File: config.mk
export PLATFORM = sky130hd
export DESIGN_NAME = http_chunked_stream_decoder_top
export DESIGN_NICKNAME = d
export VERILOG_FILES = /design/src/hdl/hcsd_pkg.sv /design/src/hdl/hcsd_step.sv /design/src/hdl/http_chunked_stream_decoder_top.sv
export VERILOG_INCLUDE_DIRS = /design/src /design/src/hdl
export SDC_FILE = /design/constraint.sdc
export NUM_CORES = 1
export LEC_CHECK = 0
export BUFFER_PORTS_ARGS = -buffer_cell sky130_fd_sc_hd__buf_2
export CORE_MARGIN = 1.5
export CORE_UTILIZATION = 55
export CTS_CLUSTER_DIAMETER = 50
export CTS_CLUSTER_SIZE = 10
export DETAILED_ROUTE_END_ITERATION = 8
export PLACE_DENSITY = 0.74
export REMOVE_ABC_BUFFERS = 1
export SLEW_MARGIN = 10
export SYNTH_ARGS = -nofsm -noshare
export SYNTH_HDL_FRONTEND = slang
export SYNTH_HIERARCHICAL = 1
export SYNTH_SLANG_ARGS = --single-unit
File: constraint.sdc
create_clock -name clk -period 2.65 [get_ports clk]
set_clock_uncertainty 0.15 [all_clocks]
set_input_delay 0.53 -clock clk [delete_from_list [all_inputs] [get_ports clk]]
set_output_delay 0.53 -clock clk [all_outputs]
set_load 0.03 [all_outputs]
File: src/hdl/http_chunked_stream_decoder_top_macros.svh
// ----------------------------------------------------------------------------
// http_chunked_stream_decoder_top_macros.svh
// assertion macros shared by the chunked stream decoder
// ----------------------------------------------------------------------------
`ifndef HTTP_CHUNKED_STREAM_DECODER_TOP_MACROS_SVH
`define HTTP_CHUNKED_STREAM_DECODER_TOP_MACROS_SVH

// same-cycle implication, checked out of reset
`define HCSD_ASSERT_NOW(lbl, ante, cons, msg) \
  lbl: assert property (@(posedge clk) disable iff (!rst_n) (ante) |-> (cons)) \
    else $error(msg);

// next-cycle implication, checked out of reset
`define HCSD_ASSERT_NEXT(lbl, ante, cons, msg) \
  lbl: assert property (@(posedge clk) disable iff (!rst_n) (ante) |=> (cons)) \
    else $error(msg);

`endif

File: src/hdl/hcsd_pkg.sv
`timescale 1ns / 1ps
// ----------------------------------------------------------------------------
// hcsd_pkg
// types, character codes and digit decode for the chunked stream decoder
// ----------------------------------------------------------------------------
package hcsd_pkg;

  // framing characters
  localparam logic [7:0] CHR_CR   = 8'h0D;
  localparam logic [7:0] CHR_LF   = 8'h0A;
  localparam logic [7:0] CHR_SEMI = 8'h3B;
  localparam logic [7:0] CHR_0    = 8'h30;
  localparam logic [7:0] CHR_9    = 8'h39;
  localparam logic [7:0] CHR_LA   = 8'h61;
  localparam logic [7:0] CHR_LF_A = 8'h66;
  localparam logic [7:0] CHR_UA   = 8'h41;
  localparam logic [7:0] CHR_UF   = 8'h46;
  localparam logic [3:0] HEX_TEN  = 4'd10;

  // parse mode, one-hot
  typedef enum logic [5:0] {
    MODE_START = 6'b000001,
    MODE_SIZE  = 6'b000010,
    MODE_LF    = 6'b000100,
    MODE_DATA  = 6'b001000,
    MODE_EXT   = 6'b010000,
    MODE_ERR   = 6'b100000
  } mode_t;

  // result of one parse step
  typedef struct packed {
    logic       emit;
    logic [7:0] data;
    logic       last;
    logic       err;
  } step_res_t;

  // true when the byte is a hex digit
  function automatic logic is_hex(input logic [7:0] b);
    return ((b >= CHR_0) && (b <= CHR_9)) ||
           ((b >= CHR_LA) && (b <= CHR_LF_A)) ||
           ((b >= CHR_UA) && (b <= CHR_UF));
  endfunction

  // value of a hex digit, meaningful only when is_hex holds
  function automatic logic [3:0] hex_val(input logic [7:0] b);
    logic [7:0] v;
    v = 8'd0;
    if ((b >= CHR_0) && (b <= CHR_9)) begin
      v = b - CHR_0;
    end else if ((b >= CHR_LA) && (b <= CHR_LF_A)) begin
      v = b - CHR_LA + {4'd0, HEX_TEN};
    end else begin
      v = b - CHR_UA + {4'd0, HEX_TEN};
    end
    return v[3:0];
  endfunction

endpackage

File: src/hdl/hcsd_step.sv
`timescale 1ns / 1ps
// ----------------------------------------------------------------------------
// hcsd_step
// next parse mode, next count and result for one word of the body
// ----------------------------------------------------------------------------
module hcsd_step import hcsd_pkg::*; #(
  parameter int SIZE_BITS = 32
) (
  input  mode_t                mode_i,
  input  logic [SIZE_BITS-1:0] rem_i,
  input  logic [7:0]           byte_i,
  output mode_t                mode_o,
  output logic [SIZE_BITS-1:0] rem_o,
  output step_res_t            res_o
);

  logic [SIZE_BITS-1:0] size_base;
  logic [SIZE_BITS-1:0] rem_dec;
  logic                 size_full;

  // start of line clears the size before the digit goes in
  assign size_base = (mode_i == MODE_START) ? '0 : rem_i;
  assign size_full = (size_base[SIZE_BITS-1 -: 4] != 4'd0);
  assign rem_dec   = rem_i - {{(SIZE_BITS-1){1'b0}}, 1'b1};

  // per-mode decode
  always_comb begin
    mode_o = mode_i;
    rem_o  = rem_i;
    res_o  = '0;
    unique case (mode_i)
      MODE_START, MODE_SIZE: begin
        rem_o = size_base;
        if (is_hex(byte_i)) begin
          if (size_full) begin
            mode_o     = MODE_ERR;
            res_o.emit = 1'b1;
            res_o.err  = 1'b1;
          end else begin
            mode_o = MODE_SIZE;
            rem_o  = {size_base[SIZE_BITS-5:0], hex_val(byte_i)};
          end
        end else if (byte_i == CHR_CR) begin
          mode_o = MODE_LF;
        end else if (byte_i == CHR_SEMI) begin
          mode_o = MODE_EXT;
        end else begin
          mode_o     = MODE_ERR;
          res_o.emit = 1'b1;
          res_o.err  = 1'b1;
        end
      end
      MODE_EXT: begin
        if (byte_i == CHR_CR) begin
          mode_o = MODE_LF;
        end
      end
      MODE_LF: begin
        if (byte_i != CHR_LF) begin
          mode_o     = MODE_ERR;
          res_o.emit = 1'b1;
          res_o.err  = 1'b1;
        end else begin
          mode_o = (rem_i != '0) ? MODE_DATA : MODE_START;
        end
      end
      MODE_DATA: begin
        if (rem_i == '0) begin
          mode_o = MODE_START;
        end else begin
          rem_o      = rem_dec;
          res_o.emit = 1'b1;
          res_o.data = byte_i;
          if (rem_dec == '0) begin
            mode_o     = MODE_START;
            res_o.last = 1'b1;
          end
        end
      end
      default: begin
        // error state and meaningless codes stay silent
        mode_o = mode_i;
      end
    endcase
  end

endmodule

File: src/hdl/http_chunked_stream_decoder_top.sv
`timescale 1ns / 1ps
// An accepted word goes to the input register and its result, if any, to the result register.
// One word per cycle unless out_stall holds; the parse step is a single pass between them.
// A word that only moves framing state gives no result.
// Reset (rst_n low, synchronous) clears mode to start of size line, the count and both valids.
// ----------------------------------------------------------------------------
// http_chunked_stream_decoder_top
// strips chunked transfer framing from a byte stream
// ----------------------------------------------------------------------------
module http_chunked_stream_decoder_top import hcsd_pkg::*; #(
  parameter int SIZE_BITS = 32
) (
  input  logic       clk,
  input  logic       rst_n,
  input  logic       in_valid,
  output logic       in_stall,
  input  logic [7:0] in_byte_in,
  output logic       out_valid,
  input  logic       out_stall,
  output logic [7:0] out_data_byte,
  output logic       out_last_in_chunk,
  output logic       out_framing_error
);

  `include "http_chunked_stream_decoder_top_macros.svh"

  logic                 in_vld_r;
  logic                 in_vld_nxt;
  logic [7:0]           in_byte_r;
  mode_t                mode_r;
  mode_t                mode_nxt;
  logic [SIZE_BITS-1:0] rem_r;
  logic [SIZE_BITS-1:0] rem_nxt;
  logic                 out_vld_r;
  logic                 out_vld_nxt;
  logic [7:0]           out_data_r;
  logic                 out_last_r;
  logic                 out_err_r;
  step_res_t            step_res;
  logic                 advance;
  logic                 in_take;

  // word moves on when the result slot is free or being emptied
  assign advance  = in_vld_r && (!out_vld_r || !out_stall);
  assign in_stall = in_vld_r && !advance;
  assign in_take  = in_valid && !in_stall;

  hcsd_step #(
    .SIZE_BITS(SIZE_BITS)
  ) u_step (
    .mode_i (mode_r),
    .rem_i  (rem_r),
    .byte_i (in_byte_r),
    .mode_o (mode_nxt),
    .rem_o  (rem_nxt),
    .res_o  (step_res)
  );

  // valid flags
  always_comb begin
    in_vld_nxt = in_take ? 1'b1 : (advance ? 1'b0 : in_vld_r);
    if (advance) begin
      out_vld_nxt = step_res.emit;
    end else if (!out_stall) begin
      out_vld_nxt = 1'b0;
    end else begin
      out_vld_nxt = out_vld_r;
    end
  end

  // control state
  always_ff @(posedge clk) begin
    if (!rst_n) begin
      in_vld_r  <= 1'b0;
      out_vld_r <= 1'b0;
      mode_r    <= MODE_START;
      rem_r     <= '0;
    end else begin
      in_vld_r  <= in_vld_nxt;
      out_vld_r <= out_vld_nxt;
      if (advance) begin
        mode_r <= mode_nxt;
        rem_r  <= rem_nxt;
      end
    end
  end

  // payload registers
  always_ff @(posedge clk) begin
    if (in_take) begin
      in_byte_r <= in_byte_in;
    end
    if (advance && step_res.emit) begin
      out_data_r <= step_res.data;
      out_last_r <= step_res.last;
      out_err_r  <= step_res.err;
    end
  end

  assign out_valid         = out_vld_r;
  assign out_data_byte     = out_data_r;
  assign out_last_in_chunk = out_last_r;
  assign out_framing_error = out_err_r;

  // checks
  `HCSD_ASSERT_NOW(a_err_clean, out_vld_r && out_err_r, (out_data_r == 8'd0) && !out_last_r, "error result carries payload")
  `HCSD_ASSERT_NEXT(a_err_sticky, mode_r == MODE_ERR, mode_r == MODE_ERR, "left error state without reset")
  `HCSD_ASSERT_NOW(a_data_count, mode_r == MODE_DATA, rem_r != '0, "data mode with empty count")
  `HCSD_ASSERT_NOW(a_last_start, out_vld_r && out_last_r, mode_r == MODE_START, "chunk end without new size line")

endmodule
---- Word level (Yosys, flattened, before mapping) ----
Index checks and enable logic that the tools add are counted.
storage, ports and cells
  register bits ........................... 58
  input port bits ......................... 12
  output and inout bits ................... 12
  logic and storage cells ................. 88
cells by class
  add/sub/neg operators ................... 6
  order comparisons ....................... 6
  eq/ne operators ......................... 12
  muxes and demuxes ....................... 30
  bitwise logic cells ..................... 1
  reductions and logical operators ........ 25
operators by type and width
  cell                                                                   count
  32-bit two-way mux                                                     4
  32-bit logical NOT                                                     2
  32-bit one-hot mux with 2 select lines                                 1
  6-bit two-way mux                                                      8
  32-bit nonzero test                                                    1
  32-bit by 1-bit subtractor with 32-bit output, second input constant   1
  6-bit one-hot mux with 4 select lines                                  1
  8-bit by 7-bit >= comparator with 1-bit output, second input constant  2
  8-bit by 7-bit <= comparator with 1-bit output, second input constant  2
  4-bit two-way mux                                                      3
  4-bit by 1-bit subtractor with 4-bit output, second input constant     3
  1-bit two-way mux                                                      10
  10-bit two-way mux                                                     1
  4-bit adder, second input constant                                     2
  8-bit by 4-bit == test with 1-bit output, second input constant        1
  8-bit by 6-bit == test with 1-bit output, second input constant        1
  8-bit by 6-bit >= comparator with 1-bit output, second input constant  1
  8-bit by 6-bit <= comparator with 1-bit output, second input constant  1
  8-bit by 4-bit != test with 1-bit output, second input constant        1
  4-bit nonzero test                                                     2
  1-bit logical AND                                                      7
  6-bit by 1-bit == test with 1-bit output, second input constant        1
  6-bit by 2-bit == test with 1-bit output, second input constant        1
  6-bit by 3-bit == test with 1-bit output, second input constant        1
  other kinds (14)                                                       22

---- Logic depth before layout (Yosys ltp) ----
  depth in word-level cells ............... 8
  depth in mapped cells ................... 13
  mapped depth without buffers ............ 11

---- Cells and area by module ----
Netlist, hierarchy kept.
modules (own cells, without submodules)
  module                           times used  cells an instance  area each (um2)  seq. area each (um2)
  http_chunked_stream_decoder_top  1           193                2154.6           1341.3
  hcsd_step                        1           346                2023.2           0.0

---- Least setup slack after synthesis ----
No wires, ideal clock.
  path type ............................... reg2reg
  start ................................... register rem_r[2]
  end ..................................... register mode_r[3]
  setup time .............................. 120 ps
  arrival ................................. 2583 ps
  required time ........................... 2380 ps
  path slack .............................. -203 ps
  cell stages (with the launch flop) ...... 11
  buffers on the path ..................... 1
  period minus slack after synthesis ...... 2853 ps
  cell sequence ........................... dfxtp_1 > buf_6 > nor4_4 > nand2_1 > nor4_1 > xnor2_1 > nand4_1 > or4_1 > a31o_1 > nand2_1 > mux2i_1
on the way
  cells in the longest elaborated chain, start to end .. 4
  elaborated cells on any way between the ends .. 10
  those cells by class .................... add/sub (1); eq/ne (1); mux (4); reduce/logical (4)
RTL lines
  what                                       RTL line                               RTL
  from (decl)                                http_chunked_stream_decoder_top.sv:32  logic [SIZE_BITS-1:0] rem_r;
  from (signal assigned)                     http_chunked_stream_decoder_top.sv:83  rem_r <= rem_nxt;
  32-bit nonzero test                        hcsd_step.sv:64                        mode_o = (rem_i != '0) ? MODE_DATA : MODE_START;
  4-bit two-way mux                          hcsd_step.sv:64
  6-bit two-way mux                          hcsd_step.sv:59                        if (byte_i != CHR_LF) begin
  6-bit one-hot mux with 4 select lines (*)  hcsd_step.sv:31                        unique case (mode_i)
  via mode_nxt[3]                            http_chunked_stream_decoder_top.sv:31  mode_t mode_nxt;
  to (signal assigned)                       http_chunked_stream_decoder_top.sv:82  mode_r <= mode_nxt;
  to (decl)                                  http_chunked_stream_decoder_top.sv:30  mode_t mode_r;
The timed path passes the listed nets; every way through them passes the cells marked *.
A chain may end at the register's enable or synchronous reset.

---- Worst setup path in the final report ----
  start ................................... register rem_r[13]
  end ..................................... register mode_r[3]
Same word-level chain as after synthesis.

==> impl_results.md <==
- P_int: between 1.5 and 2 mW
- PD cells: ~400 mW/mm^2
- Largest net degree at the start of global routing: 39
- Leak pwr: around 2.5 nW
- Required time of the critical path: around 2.7 ns
- Drt pass-1 iters: 6
- Via-to-Cell Ratio: 6.48
- Placement Rows: 31
- Non-filler instance count after layout: 767
- Count of final hold-check violations: 0
- Register area: between 0.001 and 0.0015 sq mm
- Final Cell Area: slightly below 0.006 sq mm
- Seq cells post-synth: 58
- Worst-path clk slew: roughly 0.080 ns
- Grt met2 use: 55.2%
- DRT iter0 DRCs: 670
- Die height: ~90 um
- Post-Synthesis Cells: roughly 540
- Max-slew violation count: 0
- CTS HTree Levels: 3
- Number of synthesized flops with an enable pin: 18
- CP Capture Type: register
- GRT Overall Usage: between 30% and 40%
- Clock power share: roughly two fifths
- WL per Instance: between 15 and 20 um
- Die area: between 0.008 and 0.009 sq mm
- Multi-input gate area: about 0.0029 sq mm
- Layout cells sized above 1: between 30% and 40%
- Asr flop ratio synth: 0%
- Ys Warns: 6
- CTS Buf Count: 9
- Synth top cells by count: nand2_1 (126), mux2i_1 (44), nor2_1 (43), dfxtp_1 (40), o21ai_0 (31)
- Area post-placement: ~0.0050 sq mm
- PortBufs: 23
- Violated checks: negative setup slack
- Final worst setup slack: -0.139 ns
- Rel. slew slack: 52.3%
- Most frequent cell after synthesis: nand2_1
- Sw Share: ~29%
- Switch Pwr: approximately 0.7 mW
- Vias in the first global route: 4548
- VDD IR max: ~0.26 mV
- Final worst-path cycle share: 105%
- Setup crit start kind: register
- Top cells by area, synth: dfxtp_1 (19%), edfxtp_1 (13%), nand2_1 (11%)
- # diodes: 0
- GR Util met1: between 40 and 50%
- Max Cap Violations: 0
- Register share of total power: 40.6%
- Final ANT Viol Nets: 0
- IO Pins: 24
- Initial antenna violation count: 0
- Area grow syn2layout: 38.9%
- Filler cells: 458
- Sequential-to-total area share from yosys stat: 32.1%
- Comb power frac: about 20%
- CTS sink cnt: 58
- Vias after detailed routing: about 5000
- RSZ-0062 raised after global routing: yes
- Core area: ~0.0073 sq mm
- CTS Hold Buffers Added: 0
- Netlist cell types: a little over 60
- DRC violations left: 0
- Top_reg_cell synth: dfxtp_1
- Chip width: ~90 um
- Gpl congestion: around 0.9
- Setup TNS Final: -0.485 ns
- Clock latency on the worst-skew pair: 0.36 ns
- Post-layout min period: about 2.8 ns
- Hold Slack: approximately 0.20 ns
- HPWL after detailed placement: between 8 and 9 mm
- M3 GR Usage: about 4.8%
- CTS tree: done
- Initial Util: 57.3%
- Synthesized area: about 0.0042 sq mm
- CTS root buffer: clkbuf_8
- Placed Instances: roughly 730
- Busiest grt layer: met2
- Clock buffer depth: 2
- Routed WL: roughly 15 mm
- Fmax: 359 MHz
- Crit path DAT: 2.88 ns
- Synth area leader: dfxtp_1
- Status: finished, violations left
- Fin nets: between 600 and 700
- Avg Cell Area, Syn: 7.75 sq um
- Worst Tran Pin Value: just over 0.7 ns
- Synth top area share: a little under a fifth
- Gr ovfl total: 0
- Crit-path max FO: 3
- Total power: ~2.4 mW
- Final setup viols: 7
- Setup CP Type: register to register
- HP Class: input port to register
- First-pass GRT wire length: roughly 21 mm
[power by group through the flow]
| stage | Sequential (mW) | Combinational (mW) | Clock, mW |
|---|---|---|---|
| 2_1_floorplan | 0.989 | 0.169 | 0 |
| 3_3_place_gp | 0.973 | 0.332 | 0 |
| 3_5_place_dp | 0.974 | 0.344 | 0 |
| 4_1_cts | 0.955 | 0.352 | 0.915 |
| 5_1_grt | 0.957 | 0.495 | 0.953 |
| 6_report | 0.955 | 0.476 | 0.922 |
[path summary, 6_finish.rpt]
kind	startpoint	slack, ns	to	cells past startpoint
setup / recovery	rem_r[13]	-0.14	mode_r[3]	10
hold / removal	in_byte_in[6]	0.20	in_byte_r[6]	1
setup reg to reg	rem_r[13]	-0.14	mode_r[3]	10
hold reg to reg	mode_r[5]	0.38	mode_r[5]	2
[registers in the layout, summed over array words and instances (netlist names)]
| name | cells |
|---|---|
| rem_r | 32 |
| in_vld_r | 1 |
| out_data_byte | 8 |
| in_byte_r | 8 |
| out_valid | 1 |
| mode_r | 6 |
| out_last_in_chunk | 1 |
| out_framing_error | 1 |
[critical path, cell delays in order, from the launching register on]
cell and delay [ns]:
dfxtp_2 0.34, or3_4 0.39, or2_4 0.28, nor4_4 0.22, buf_4 0.17, xnor2_2 0.12, nand2_1 0.08, or4_4 0.59
a31o_1 0.21, nand2_1 0.06, mux2i_1 0.06
[timing repair]
| action | CTS | global route |
|---|---|---|
| buffers inserted | 3 | 16 |
| setup endpoints to repair | 34 | 42 |
| pin swaps | 13 | 25 |
| gates cloned | 0 | 5 |
| resized for setup | 26 | 53 |
[logic make-up after synthesis]
family          synth area share [%]
xor+xnor                        3.35
fa+ha+maj                       1.80
mux                             10.5
buf+inv                         6.02
flops                           32.1
compound gates                  15.1
simple gates                    31.1
[cells in the final DEF (no fill, tap or decap), drive strengths merged, types with 8 or more instances in the layout]
cell	instances
edfxtp	18
nand4	8
nor2b	8
nor2	44
clkbuf	13
xnor2	11
inv	11
nor4	12
nand2	126
nor3	19
buf	147
o21ai	35
dfxtp	40
nand3	13
a21oi	22
mux2i	44
[cell type report]
type	count	area share [%]
Clock buffer	10	2.20
Clock inverter	6	1.42
Inverter	11	0.712
Multi-Input combinational cell	433	49.3
Sequential cell	58	23.3
Tap cell	99	2.14
Timing Repair Buffer	150	20.9
[per-layer routing]
layer | part of all wire, % | up-vias
li1 | - | 2164
met1 | 37 | 2296
met2 | 46 | 394
met3 | 10 | 116
met4 | 6.3 | 0
met5 | 0 | -
[metrics by stage]
stage	worst slack, ns	utilization [%]
after floorplan	-0.683	-
after global placement	-0.214	69.3
after detailed placement	-0.303	69.3
after CTS	-0.0575	74.1
after global routing	-0.210	79.6
final	-0.139	79.6
(Power assumes the default switching activity.)
